[config.mk]
export PLATFORM = sky130hd
export DESIGN_NAME = connection_handshake_table
export DESIGN_NICKNAME = d
export VERILOG_FILES = /design/src/sv/cht_pkg.sv /design/src/sv/cht_slot_mem.sv /design/src/sv/cht_seq.sv /design/src/sv/connection_handshake_table.sv
export SDC_FILE = /design/constraint.sdc
export NUM_CORES = 2
export LEC_CHECK = 0
export ABC_AREA = 1
export BUFFER_PORTS_ARGS = -buffer_cell sky130_fd_sc_hd__buf_4
export CORE_MARGIN = 1
export CORE_UTILIZATION = 48
export DETAILED_ROUTE_END_ITERATION = 16
export HOLD_SLACK_MARGIN = 0.08
export PLACE_DENSITY_LB_ADDON = 0.15
export RECOVER_POWER = 25
export SLEW_MARGIN = 20
export SYNTH_ARGS = -nofsm -noshare
export SYNTH_HDL_FRONTEND = slang
export SYNTH_HIERARCHICAL = 1
export SYNTH_SLANG_ARGS = --single-unit
[constraint.sdc]
create_clock -name clk -period 3.59 [get_ports clk]
set_input_delay 0.1795 -clock clk [delete_from_list [all_inputs] [get_ports clk]]
set_output_delay 0.1795 -clock clk [all_outputs]
set_load 0.1 [all_outputs]
[src/sv/cht_pkg.sv]
// Package for the connection handshake table: types, codes and defaults.
// Used by cht_slot_mem, cht_seq and connection_handshake_table.
package cht_pkg;

	localparam int SLOTS_DEF = 16;

	localparam logic [2:0] KIND_OPEN   = 3'd0;
	localparam logic [2:0] KIND_CONN   = 3'd1;
	localparam logic [2:0] KIND_DISC   = 3'd2;
	localparam logic [2:0] KIND_CLOSE  = 3'd3;
	localparam logic [2:0] KIND_SEG    = 3'd4;
	localparam logic [2:0] KIND_TICK   = 3'd5;

	localparam logic [1:0] ST_CLOSED    = 2'd0;
	localparam logic [1:0] ST_SYNSENT   = 2'd1;
	localparam logic [1:0] ST_CONNECTED = 2'd2;
	localparam logic [1:0] ST_FINWAIT   = 2'd3;

	localparam logic [1:0] SEG_SYN    = 2'd0;
	localparam logic [1:0] SEG_SYNACK = 2'd1;
	localparam logic [1:0] SEG_FIN    = 2'd2;
	localparam logic [1:0] SEG_FINACK = 2'd3;

	localparam logic [1:0] EV_REPLY = 2'd0;
	localparam logic [1:0] EV_SEND  = 2'd1;
	localparam logic [1:0] EV_CDONE = 2'd2;
	localparam logic [1:0] EV_DDONE = 2'd3;

	localparam logic [1:0] REG_SYN_TMO = 2'd0;
	localparam logic [1:0] REG_SYN_LIM = 2'd1;
	localparam logic [1:0] REG_FIN_TMO = 2'd2;
	localparam logic [1:0] REG_FIN_LIM = 2'd3;

	typedef enum logic [1:0] {
		SQ_IDLE,
		SQ_READ,
		SQ_EVAL,
		SQ_DONE
	} seq_state_t;

	// Per-slot control record (ports are held in the memory).
	typedef struct packed {
		logic        used;
		logic [1:0]  cstate;
		logic [4:0]  tries;
		logic [15:0] ticks;
	} slot_ctl_t;

endpackage

[src/sv/cht_slot_mem.sv]
// Slot table storage: control records with reset, port memory without.
// Depends on cht_pkg.
module cht_slot_mem import cht_pkg::*; #(
	parameter int SLOTS = SLOTS_DEF,
	localparam int AW = (SLOTS > 1) ? $clog2(SLOTS) : 1
) (
	input  logic            clk,
	input  logic            arst_n,
	input  logic [AW-1:0]   rd_addr,
	output slot_ctl_t       rd_ctl,
	output logic [15:0]     rd_lport,
	output logic [15:0]     rd_rport,
	output logic [SLOTS-1:0] used_vec,
	input  logic            wr_en,
	input  logic [AW-1:0]   wr_addr,
	input  slot_ctl_t       wr_ctl,
	input  logic            wr_lport_en,
	input  logic [15:0]     wr_lport,
	input  logic            wr_rport_en,
	input  logic [15:0]     wr_rport
);

	slot_ctl_t   ctl_q [SLOTS];
	logic [15:0] lport_mem [SLOTS];
	logic [15:0] rport_mem [SLOTS];

	always_ff @(posedge clk or negedge arst_n) begin
		if (!arst_n) begin
			for (int i = 0; i < SLOTS; i++) begin
				ctl_q[i] <= '0;
			end
		end else if (wr_en) begin
			ctl_q[wr_addr] <= wr_ctl;
		end
	end

	always_ff @(posedge clk) begin
		if (wr_lport_en) begin
			lport_mem[wr_addr] <= wr_lport;
		end
		if (wr_rport_en) begin
			rport_mem[wr_addr] <= wr_rport;
		end
		rd_lport <= lport_mem[rd_addr];
		rd_rport <= rport_mem[rd_addr];
	end

	always_ff @(posedge clk or negedge arst_n) begin
		if (!arst_n) begin
			rd_ctl <= '0;
		end else begin
			rd_ctl <= ctl_q[rd_addr];
		end
	end

	always_comb begin
		for (int i = 0; i < SLOTS; i++) begin
			used_vec[i] = ctl_q[i].used;
		end
	end

endmodule

[src/sv/cht_seq.sv]
// Sequencer that walks the slot table one slot per pass and emits results.
// Depends on cht_pkg and drives cht_slot_mem.
module cht_seq import cht_pkg::*; #(
	parameter int SLOTS = SLOTS_DEF,
	localparam int AW = (SLOTS > 1) ? $clog2(SLOTS) : 1
) (
	input  logic             clk,
	input  logic             arst_n,
	input  logic             start,
	output logic             busy,
	input  logic [2:0]       kind,
	input  logic [3:0]       slot,
	input  logic [15:0]      port,
	input  logic [1:0]       seg_type,
	input  logic [15:0]      syn_tmo,
	input  logic [3:0]       syn_lim,
	input  logic [15:0]      fin_tmo,
	input  logic [3:0]       fin_lim,
	output logic [AW-1:0]    rd_addr,
	input  slot_ctl_t        rd_ctl,
	input  logic [15:0]      rd_lport,
	input  logic [15:0]      rd_rport,
	input  logic [SLOTS-1:0] used_vec,
	output logic             wr_en,
	output logic [AW-1:0]    wr_addr,
	output slot_ctl_t        wr_ctl,
	output logic             wr_lport_en,
	output logic [15:0]      wr_lport,
	output logic             wr_rport_en,
	output logic [15:0]      wr_rport,
	output logic             strobe,
	output logic [1:0]       event_res,
	output logic [3:0]       slot_id,
	output logic             success,
	output logic [1:0]       send_type,
	output logic [15:0]      seg_src,
	output logic [15:0]      seg_dst,
	output logic             last
);

	seq_state_t  state_q, state_d;
	logic [2:0]  kind_q;
	logic [3:0]  slot_q;
	logic [15:0] port_q;
	logic [1:0]  seg_q;
	logic [AW-1:0] idx_q;
	logic        single_q;
	logic        hit_q;

	// Pending result, delivered once the next one is known (for last).
	logic        pend_q;
	logic [1:0]  p_ev_q;
	logic [3:0]  p_slot_q;
	logic        p_ok_q;
	logic [1:0]  p_st_q;
	logic [15:0] p_sp_q;
	logic [15:0] p_dp_q;

	logic        free_found;
	logic [AW-1:0] free_idx;
	logic        slot_ok;
	logic        at_end;

	// Result produced by the evaluation step.
	logic        r_vld;
	logic [1:0]  r_ev;
	logic        r_ok;
	logic [1:0]  r_st;
	logic [15:0] r_sp;
	logic [15:0] r_dp;
	logic        stop_walk;

	logic        syn;
	logic [15:0] tmo;
	logic [4:0]  lim;
	logic [15:0] tk_inc;

	assign slot_ok = (32'(slot_q) < SLOTS);
	assign at_end  = (32'(idx_q) == SLOTS - 1);

	always_comb begin
		free_found = 1'b0;
		free_idx   = '0;
		for (int i = SLOTS - 1; i >= 0; i--) begin
			if (!used_vec[i]) begin
				free_found = 1'b1;
				free_idx   = AW'(i);
			end
		end
	end

	always_comb begin
		state_d = state_q;
		case (state_q)
			SQ_IDLE: if (start) state_d = SQ_READ;
			SQ_READ: state_d = SQ_EVAL;
			SQ_EVAL: begin
				if (single_q || stop_walk || at_end) begin
					state_d = SQ_DONE;
				end else begin
					state_d = SQ_READ;
				end
			end
			SQ_DONE: state_d = SQ_IDLE;
			default: state_d = SQ_IDLE;
		endcase
	end

	assign busy    = (state_q != SQ_IDLE);
	assign rd_addr = idx_q;
	assign syn     = (rd_ctl.cstate == ST_SYNSENT);
	assign tmo     = syn ? syn_tmo : fin_tmo;
	assign lim     = {1'b0, syn ? syn_lim : fin_lim};
	assign tk_inc  = (rd_ctl.ticks == 16'hFFFF) ? rd_ctl.ticks : rd_ctl.ticks + 16'd1;

	// Evaluation of the slot currently read.
	always_comb begin
		r_vld = 1'b0;
		r_ev = EV_REPLY;
		r_ok = 1'b0;
		r_st = SEG_SYN;
		r_sp = '0;
		r_dp = '0;
		stop_walk = 1'b0;
		wr_en = 1'b0;
		wr_ctl = rd_ctl;
		wr_lport_en = 1'b0;
		wr_lport = port_q;
		wr_rport_en = 1'b0;
		wr_rport = port_q;
		if (state_q == SQ_EVAL) begin
			case (kind_q)
				KIND_OPEN: begin
					r_vld = 1'b1;
					r_ok = hit_q;
					if (hit_q) begin
						wr_en = 1'b1;
						wr_ctl = '{used: 1'b1, cstate: ST_CLOSED, tries: '0, ticks: '0};
						wr_lport_en = 1'b1;
						wr_rport_en = 1'b1;
						wr_rport = '0;
					end
				end
				KIND_CONN: begin
					r_vld = 1'b1;
					if (slot_ok && rd_ctl.used && rd_ctl.cstate == ST_CLOSED) begin
						r_ev = EV_SEND;
						r_ok = 1'b1;
						r_sp = rd_lport;
						r_dp = port_q;
						wr_en = 1'b1;
						wr_ctl.cstate = ST_SYNSENT;
						wr_ctl.tries = 5'd1;
						wr_ctl.ticks = '0;
						wr_rport_en = 1'b1;
					end
				end
				KIND_DISC: begin
					r_vld = 1'b1;
					if (slot_ok && rd_ctl.used && rd_ctl.cstate == ST_CONNECTED) begin
						r_ev = EV_SEND;
						r_ok = 1'b1;
						r_st = SEG_FIN;
						r_sp = rd_lport;
						r_dp = rd_rport;
						wr_en = 1'b1;
						wr_ctl.cstate = ST_FINWAIT;
						wr_ctl.tries = 5'd1;
						wr_ctl.ticks = '0;
					end
				end
				KIND_CLOSE: begin
					r_vld = 1'b1;
					if (slot_ok && rd_ctl.used) begin
						r_ok = (rd_ctl.cstate == ST_CLOSED);
						wr_en = 1'b1;
						wr_ctl = '{used: 1'b0, cstate: ST_CLOSED, tries: '0, ticks: '0};
					end
				end
				KIND_SEG: begin
					if (rd_ctl.used && rd_lport == port_q) begin
						stop_walk = 1'b1;
						if (rd_ctl.cstate == ST_SYNSENT && seg_q == SEG_SYNACK) begin
							r_vld = 1'b1;
							r_ev = EV_CDONE;
							r_ok = 1'b1;
							wr_en = 1'b1;
							wr_ctl.cstate = ST_CONNECTED;
						end else if (rd_ctl.cstate == ST_FINWAIT && seg_q == SEG_FINACK) begin
							r_vld = 1'b1;
							r_ev = EV_DDONE;
							r_ok = 1'b1;
							wr_en = 1'b1;
							wr_ctl.cstate = ST_CLOSED;
						end
					end
				end
				KIND_TICK: begin
					if (rd_ctl.used && (rd_ctl.cstate == ST_SYNSENT
							|| rd_ctl.cstate == ST_FINWAIT)) begin
						wr_en = 1'b1;
						wr_ctl.ticks = tk_inc;
						if (tk_inc >= tmo) begin
							r_vld = 1'b1;
							if (rd_ctl.tries >= lim) begin
								r_ev = syn ? EV_CDONE : EV_DDONE;
								wr_ctl.cstate = ST_CLOSED;
							end else begin
								r_ev = EV_SEND;
								r_ok = 1'b1;
								r_st = syn ? SEG_SYN : SEG_FIN;
								r_sp = rd_lport;
								r_dp = rd_rport;
								wr_ctl.tries = rd_ctl.tries + 5'd1;
								wr_ctl.ticks = '0;
							end
						end
					end
				end
				default: ;
			endcase
		end
	end

	assign wr_addr = idx_q;

	always_ff @(posedge clk or negedge arst_n) begin
		if (!arst_n) begin
			state_q <= SQ_IDLE;
			pend_q <= 1'b0;
			strobe <= 1'b0;
			last <= 1'b0;
			idx_q <= '0;
			single_q <= 1'b0;
			hit_q <= 1'b0;
		end else begin
			state_q <= state_d;
			strobe <= 1'b0;
			last <= 1'b0;
			case (state_q)
				SQ_IDLE: begin
					if (start) begin
						single_q <= (kind != KIND_SEG) && (kind != KIND_TICK);
						hit_q <= free_found;
						if (kind == KIND_OPEN) begin
							idx_q <= free_idx;
						end else if (kind == KIND_SEG || kind == KIND_TICK) begin
							idx_q <= '0;
						end else begin
							idx_q <= AW'(slot);
						end
					end
				end
				SQ_EVAL: begin
					if (r_vld) begin
						if (pend_q) begin
							strobe <= 1'b1;
						end
						pend_q <= 1'b1;
					end
					if (!at_end) begin
						idx_q <= idx_q + AW'(1);
					end
				end
				SQ_DONE: begin
					if (pend_q) begin
						strobe <= 1'b1;
						last <= 1'b1;
					end
					pend_q <= 1'b0;
				end
				default: ;
			endcase
		end
	end

	always_ff @(posedge clk) begin
		if (state_q == SQ_IDLE && start) begin
			kind_q <= kind;
			slot_q <= slot;
			port_q <= port;
			seg_q <= seg_type;
		end
		if (state_q == SQ_EVAL && r_vld) begin
			event_res <= p_ev_q;
			slot_id <= p_slot_q;
			success <= p_ok_q;
			send_type <= p_st_q;
			seg_src <= p_sp_q;
			seg_dst <= p_dp_q;
			p_ev_q <= r_ev;
			p_slot_q <= (kind_q == KIND_OPEN) ? (hit_q ? 4'(idx_q) : 4'd0)
				: (single_q ? slot_q : 4'(idx_q));
			p_ok_q <= r_ok;
			p_st_q <= r_st;
			p_sp_q <= r_sp;
			p_dp_q <= r_dp;
		end
		if (state_q == SQ_DONE) begin
			event_res <= p_ev_q;
			slot_id <= p_slot_q;
			success <= p_ok_q;
			send_type <= p_st_q;
			seg_src <= p_sp_q;
			seg_dst <= p_dp_q;
		end
	end

	assert property (@(posedge clk) disable iff (!arst_n) last |-> strobe)
		else $error("last without strobe");
	assert property (@(posedge clk) disable iff (!arst_n) strobe |-> busy || $past(busy))
		else $error("result while idle");
	assert property (@(posedge clk) disable iff (!arst_n)
		(state_q == SQ_DONE) |=> (state_q == SQ_IDLE && !pend_q))
		else $error("pending result left after item");

endmodule

[src/sv/connection_handshake_table.sv]
// Top level of the connection handshake table: configuration registers,
// slot storage and the walking sequencer. Depends on cht_pkg, cht_slot_mem, cht_seq.
//
// Channel   Handshake                Payload
// command   start in, busy out       kind, slot, port, seg_type
// result    strobe out (no stall)    event_res, slot_id, success, send_type,
//                                    seg_src, seg_dst, last
// config    cfg_valid, cfg_ready     cfg_index, cfg_data
//
// Each slot visit has a read step for the registered read of the slot storage and
// an evaluate step that writes back. Connect, disconnect, close and open visit one
// slot, and the next command beat is taken only once the item has passed the done
// state; open finds its free slot at once from the in-use vector. Segment and tick
// walk the slots from slot 0 up to the last one; a segment stops at its first match.
// Each result is held back until the next result of the same item is known or the
// walk ends, so last can be marked; the final beat appears in the cycle after the
// item ends. Reset clears all control state and marks every slot free; port values
// are undefined until written. The receiver cannot stall: each result beat is
// valid for exactly one cycle.
module connection_handshake_table import cht_pkg::*; #(
	parameter int SLOTS = SLOTS_DEF
) (
	input  logic        clk,
	input  logic        arst_n,
	input  logic        start,
	output logic        busy,
	input  logic [2:0]  kind,
	input  logic [3:0]  slot,
	input  logic [15:0] port,
	input  logic [1:0]  seg_type,
	output logic        strobe,
	output logic [1:0]  event_res,
	output logic [3:0]  slot_id,
	output logic        success,
	output logic [1:0]  send_type,
	output logic [15:0] seg_src,
	output logic [15:0] seg_dst,
	output logic        last,
	input  logic        cfg_valid,
	output logic        cfg_ready,
	input  logic [1:0]  cfg_index,
	input  logic [15:0] cfg_data
);

	localparam int AW = (SLOTS > 1) ? $clog2(SLOTS) : 1;

	logic [15:0] syn_tmo_q, fin_tmo_q;
	logic [3:0]  syn_lim_q, fin_lim_q;

	// Configuration beats are taken only while no command is in flight.
	assign cfg_ready = !busy;

	always_ff @(posedge clk or negedge arst_n) begin
		if (!arst_n) begin
			syn_tmo_q <= 16'd1000;
			syn_lim_q <= 4'd5;
			fin_tmo_q <= 16'd1000;
			fin_lim_q <= 4'd5;
		end else if (cfg_valid && cfg_ready) begin
			case (cfg_index)
				REG_SYN_TMO: syn_tmo_q <= cfg_data;
				REG_SYN_LIM: syn_lim_q <= cfg_data[3:0];
				REG_FIN_TMO: fin_tmo_q <= cfg_data;
				REG_FIN_LIM: fin_lim_q <= cfg_data[3:0];
				default: ;
			endcase
		end
	end

	logic [AW-1:0]    rd_addr, wr_addr;
	slot_ctl_t        rd_ctl, wr_ctl;
	logic [15:0]      rd_lport, rd_rport, wr_lport, wr_rport;
	logic [SLOTS-1:0] used_vec;
	logic             wr_en, wr_lport_en, wr_rport_en;

	cht_slot_mem #(.SLOTS(SLOTS)) u_mem (
		.clk, .arst_n, .rd_addr, .rd_ctl, .rd_lport, .rd_rport, .used_vec,
		.wr_en, .wr_addr, .wr_ctl, .wr_lport_en, .wr_lport, .wr_rport_en, .wr_rport
	);

	cht_seq #(.SLOTS(SLOTS)) u_seq (
		.clk, .arst_n, .start, .busy, .kind, .slot, .port, .seg_type,
		.syn_tmo(syn_tmo_q), .syn_lim(syn_lim_q), .fin_tmo(fin_tmo_q), .fin_lim(fin_lim_q),
		.rd_addr, .rd_ctl, .rd_lport, .rd_rport, .used_vec,
		.wr_en, .wr_addr, .wr_ctl, .wr_lport_en, .wr_lport, .wr_rport_en, .wr_rport,
		.strobe, .event_res, .slot_id, .success, .send_type, .seg_src, .seg_dst, .last
	);

endmodule

Word level (Yosys, flattened, before mapping)
Memories as Yosys holds them, arrays and structs flattened. A register that Yosys moved wholly into a read port is not among the register bits.
Index checks and enable logic that the tools add are counted.
{ "word_totals": {"reg_bits": 566, "mem_bits_rw": 512, "in_bits": 47, "out_inout_bits": 45, "word_cells": 310, "mem_count": 2} }
{ "memory_table": {"columns": ["memory", "depth", "word_bits", "read_ports", "rd_ports_with_merged_regs", "write_ports", "line_no", "rtl"], "rows": [
  ["u_mem.lport_mem", 16, 16, 1, 1, 1, "cht_slot_mem.sv:24", "logic [15:0] lport_mem [SLOTS];"],
  ["u_mem.rport_mem", 16, 16, 1, 1, 1, "cht_slot_mem.sv:25", "logic [15:0] rport_mem [SLOTS];"]
]} }
{ "op_classes": {"n_addsub": 3, "n_lt_le_gt_ge": 4, "eq_ne": 26, "n_mux": 146, "n_bitwise": 1, "n_reduce_logical": 33} }
{ "ops": {"columns": ["operator", "count"], "rows": [
  ["384-bit bitwise mux", 1],
  ["16-bit two-way mux", 19],
  ["24-bit two-way mux", 5],
  ["23-bit two-way mux", 5],
  ["21-bit one-hot mux with 5 select lines", 1],
  ["4-bit two-way mux", 26],
  ["24-bit binary-select mux with 4-bit select", 1],
  ["24-bit demux with 4-bit select", 1],
  ["16-bit one-hot mux with 3 select lines", 2],
  ["1-bit two-way mux", 51],
  ["2-bit two-way mux", 21],
  ["21-bit two-way mux", 1],
  ["16-bit by 1-bit adder with 16-bit output (second input constant)", 1],
  ["16-bit equality test", 1],
  ["16-bit equality test (second input constant)", 1],
  ["16-bit greater-or-equal comparator", 1],
  ["2-bit one-hot mux with 4 select lines", 2],
  ["2-bit equality test (second input constant)", 7],
  ["3-bit equality test (second input constant)", 4],
  ["1-bit one-hot mux with 6 select lines", 2],
  ["2-bit one-hot mux with 6 select lines", 1],
  ["2-bit AND reduction", 6],
  ["1-bit logical AND", 11],
  ["2-bit by 1-bit equality test with 1-bit output (second input constant)", 4],
  ["23 further kinds", 38]
]} }

Longest topological paths before layout
{ "depth": {"depth_word": 19, "mapped_depth": 29} }

Hierarchy
Netlist, hierarchy kept.
{ "by_module_without_submodules": {"columns": ["module", "instances", "cells_per_inst", "area_each_um2", "seq_area_each_um2"], "rows": [
  ["cht_slot_mem", 1, 4666, 41837.6, 26225.2],
  ["cht_seq", 1, 891, 7372.1, 3428.3],
  ["connection_handshake_table", 1, 182, 1662.8, 1021.0]
]} }

Worst setup path after synthesis
Ideal clock, no wire load.
{ "synth_path": {"path_type": "flip-flop to flip-flop", "startpoint": "reg u_mem/rd_ctl[0] (netlist name)", "endpoint": "reg u_seq.event_res[0] (enable)", "setup_time_ns": 0.531, "arrival_ns": 3.429, "required_time_ns": 3.059, "path_slack_ns": -0.370, "stages_incl_launch_ff": 22, "period_less_slack_ns": 3.960, "cell_sequence": "dfrtp_1 -> ha_1 -> nand2_1 -> nor2_2 -> nand2_1 -> nor2_2 -> nand3_2 -> nor3_2 -> nor2_1 -> xor2_1 -> inv_1 -> ha_1 -> a21oi_1 -> nor2_1 -> nor3_1 -> nand2_1 -> nand2_1 -> nand3_4 -> nand2_1 -> nand4_1 -> nand2_1 -> nand2_1"} }
{ "synth_between": {"elab_chain_len": 9, "elab_cells_between_ends": 10} }
{ "synth_rtl": {"columns": ["element", "line_no", "rtl"], "rows": [
  ["16-bit by 1-bit adder with 16-bit output / 16-bit equality test (equally long branches)", "cht_seq.sv:114", "assign tk_inc = (rd_ctl.ticks == 16'hFFFF) ? rd_ctl.ticks : rd_ctl.ticks + 16'd1;"],
  ["16-bit two-way mux *", "cht_seq.sv:114", null],
  ["16-bit greater-or-equal comparator *", "cht_seq.sv:203", "if (tk_inc >= tmo) begin"],
  ["1-bit two-way mux *", "cht_seq.sv:203", null],
  ["1-bit two-way mux *", "cht_seq.sv:199", "if (rd_ctl.used && (rd_ctl.cstate == ST_SYNSENT"],
  ["1-bit one-hot mux with 3 select lines *", "cht_seq.sv:132", "case (kind_q)"],
  ["1-bit two-way mux *", "cht_seq.sv:131", "if (state_q == SQ_EVAL) begin"],
  ["1-bit logical AND *", "cht_seq.sv:284", "if (state_q == SQ_EVAL && r_vld) begin"],
  ["2-bit nonzero test (no line) *", null, null],
  ["to (signal assigned)", "cht_seq.sv:285", "event_res <= p_ev_q;"],
  ["to (signal assigned)", "cht_seq.sv:300", "event_res <= p_ev_q;"],
  ["to (decl)", "cht_seq.sv:32", "output logic [1:0] event_res,"]
]} }
Mark *: on every way between the ends. The rest lies on a longest branch, timed or not.
A chain may end at the register's enable or synchronous reset.

==> key figures <==
Critical path
  • Worst Path Max Fanout: 8
  • Worst reg2reg path endpoint: u_mem/ctl_q[155]
  • CP max stage cell: dfrtp_1
  • Crit path DAT: ~4.3 ns
  • Crit path largest cell delay: about 0.36 ns
  • Crit-path cells: ha_2 -> nand2_2 -> nor2_4 -> nand2_2 -> nor2_4 -> buf_6 -> buf_4 -> xor2_1 -> inv_1 -> nor2_1 -> inv_1 -> ha_1 -> nand2_2 -> o21ai_0 -> a21oi_2 -> nand3_4 -> nand2_8 -> buf_4 -> buf_6 -> nand3_2 -> a21oi_2 -> a21o_4 -> clkinvlp_4 -> o21ai_1
  • WS Path Type: reg2reg
  • CP required: between 4 and 5 ns
  • Most frequent CP cell: nand2_2
  • R2R Setup Slk: -0.07 ns
  • CP delay by family, top: simple AND/OR/NAND/NOR gates
  • CP startpoint kind: flip-flop
  • RR Startpoint: u_mem/rd_ctl[1]
  • Reg2reg path depth: 24
  • Worst path bufs/invs: 7
  • Critical path endpoint category: flip-flop

Layout
  • Most common cell after layout, fill and taps aside: nand2_1
  • Layout cell share with drive strength beyond 1: 12.8%
  • Layout fillers: approximately 9.3k
  • Area Growth Syn to Fin: 16.2%
  • Register area: slightly above 30000 sq um
  • Area of the multi-input gates: approximately 16000 sq um
  • Cell area after layout: approximately 59000 sq um
  • # nets final: slightly below 6k
  • Most frequent cells in the layout: 1868 x nand2_1, 821 x inv_1, 747 x nand3_1
  • Finished Core Util: 56.2%

Synthesis
  • Top-area cell type share of the netlist area: approximately 36%
  • Area leader, netlist: edfxtp_1
  • #FFs+latches synth: approximately 1.1k
  • Synthesized Nets: 5809
  • Asr flop ratio synth: about two fifths
  • Mapped Avg Cell Area: around 8.9 sq um
  • Syn Inst Count: between 5k and 6k
  • Register area share after synthesis: between 60% and 70%
  • Top_reg_cell synth: edfxtp_1
  • Number of synthesized flops with an enable pin: a little over 600
  • Netlist cell types: 52
  • Ys Warns: 6
  • Largest cells by area after synthesis: edfxtp_1 36%, dfrtp_1 22%, nand2_1 14%, nand3_1 7.5%, inv_1 6.2%
  • Syn Std Cell Area: 50900 sq um

Min path
  • Class of the worst hold path: in2reg
  • Worst Hold End: u_seq/wr_lport[8]
  • Hold path depth: 2
  • Hold Path Origin: port[8]

Power and ir drop
  • Leakage: about 26 nW
  • Power per cell area: approximately 790 nW/um^2
  • Maximum vdd drop: approximately 0.00063 V

Timing
  • Tcrit/Tclk final: 102%
  • Final hold vios: 0
  • RSZ-0062 raised after global routing: true
  • # setup viols final: between 150 and 200
  • Clock skew: 0.0606 ns
  • Max Fclk: about 0.27 GHz
  • Fin Hold WS: around 0.18 ns
  • Slew @ Worst Pin: 2.17 ns
  • Worst Slack Setup Final: -0.0720 ns
  • Pins Over Slew Limit: 80
  • Fin crit period: roughly 3.7 ns
  • Slew HR: -44.5%

Detailed routing
  • Final ANT Viol Nets: 0
  • Via density: 5.24
  • Initial drt markers: between 3k and 4k
  • DRT Wirelength: approximately 150000 microns
  • DR WL/cell: slightly below 20 microns
  • DR DRC count: 0
  • TritonRoute pass-1 iters: 6
  • Detailed-route via count: approximately 39k

Floorplanning
  • Die W: roughly 330 microns
  • Core Region: ~110000 sq um
  • Die area: approximately 110000 sq um
  • I/O pin count: a little over 90
  • Row count: 119
  • Die height: ~330 microns
  • Initial Util: between 40 and 50%

Run
  • Max Cap Viol: 1

Clock tree
  • Later-pin clock latency in the skew report: roughly 0.74 ns
  • Clock buffer depth: 3
  • CTS Sinks: between 1k and 1.5k
  • Clock transition at the registers of the reported paths: roughly 0.06 ns
  • Inserted Clock Buffers: roughly 120
  • TritonCTS clock tree: yes
  • Root Buffer: clkbuf_16
  • H-tree Lvls: 3

Placed design
  • Placer Congestion: approximately 0.94
  • # port buffers: 90
  • DP HPWL: 80500 microns
  • Area after DPL: roughly 54000 sq um

Global route
  • Vias in the first global route: ~36k
  • Largest net degree at the start of global routing: approximately 140
  • Total Routing Usage GR: between 20% and 30%
  • Total grt overflow: 0
  • Initial antenna violation count: 0
  • First-pass GRT wire length: 221000 microns

Run status
  • Status: finished, violations left
  • Failing checks: max-capacitance violations, max-slew violations, negative setup slack
power by group:
group	switching [mW]	internal (mW)	leakage (nW)
clock network	5.11	6.77	1.85
registers	1.49	15.8	12.1
logic	12.3	5.49	12.4
synth_stat cells (all sizes together) (14+ instances only):
library cell	n
nand2	1907
dfrtp	443
a21oi	25
inv	868
edfxtp	617
mux2i	18
clkbuf	108
nor2	131
nand4	14
o21ai	459
dfstp	16
dfxtp	32
nand3	775
buf	231
nor3	20
ha	23
kinds of logic after synthesis:
group,synth area share [%]
XOR/XNOR,0.293
other,0.00737
AND/OR/NAND/NOR,23.7
multiplexers,0.354
buffers and inverters,9.73
flip-flops,60.3
AO/OA/AOI/OAI,5.06
adder cells (fa/ha/maj),0.566
per-layer routing:
layer  wire (microns)  track usage [%]
met1            61100             35.9
met2            71000             46.0
met3             8030             3.18
met4             5360             9.82
met5                0                0
state kept, by name (all words and copies together), names as in the netlist, 3 cells and up:
register / count
u_seq/p_sp_q: 16
u_mem/rd_ctl: 24
u_seq/slot_q: 4
syn_tmo_q: 16
u_seq/p_slot_q: 4
u_mem/rd_lport: 16
u_mem/rd_rport: 16
u_mem/ctl_q: 368
u_seq/p_dp_q: 16
fin_lim_q: 4
u_seq/rd_addr: 4
u_mem/used_vec: 16
u_seq/kind_q: 3
fin_tmo_q: 16
u_seq/seg_dst: 16
u_mem/rport_mem: 256
syn_lim_q: 4
u_seq/slot_id: 4
u_seq/seg_src: 16
u_mem/lport_mem: 256
u_seq/wr_lport: 16
per-stage QoR:
stage,instances,total power [mW],worst slack (ns),setup TNS (ns)
after floorplan,5739,28.1,-0.107,-4.28
after detailed placement,7074,33.9,-0.266,-16.66
after global placement,7074,33.7,-0.170,-6.74
after CTS,7363,46.5,-0.149,-16.26
final,7381,46.9,-0.0720,-4.88
after global routing,7380,49.5,-0.262,-78.27
cell type report:
| cell class | count | share of cell area (%) |
|---|---|---|
| sequential | 1108 | 51.9 |
| inverter | 868 | 5.67 |
| timing repair buffer | 359 | 5.86 |
| tap | 1391 | 2.94 |
| multi-input combinational | 3427 | 27.1 |
| timing repair inverter | 9 | 0.106 |
| antenna | 1 | 0.00423 |
| clock buffer | 168 | 5.46 |
| clock inverter | 50 | 0.948 |
repair_timing:
item,4_1_cts,5_1_grt
hold buffers,52,0
setup endpoints to repair,402,484
cloned,13,7
buffers inserted,10,11
pin swaps,53,68
hold endpoints to repair,452,0
gates resized for setup,199,163
how the worst max path moves through the flow:
| stage | from | end | cells past startpoint |
|---|---|---|---|
| after floorplan | u_mem/rd_ctl[0] | u_seq/p_dp_q[0] | 21 |
| after global placement | u_mem/rd_ctl[0] | u_mem/ctl_q[76] | 26 |
| after detailed placement | u_mem/rd_ctl[0] | u_mem/ctl_q[76] | 26 |
| after CTS | u_mem/rd_ctl[0] | u_seq/p_st_q[1] | 23 |
| after global routing | u_mem/rd_ctl[0] | u_mem/ctl_q[114] | 25 |
| final | u_mem/rd_ctl[1] | u_mem/ctl_q[155] | 24 |
Power figures use the tool's default switching activity.
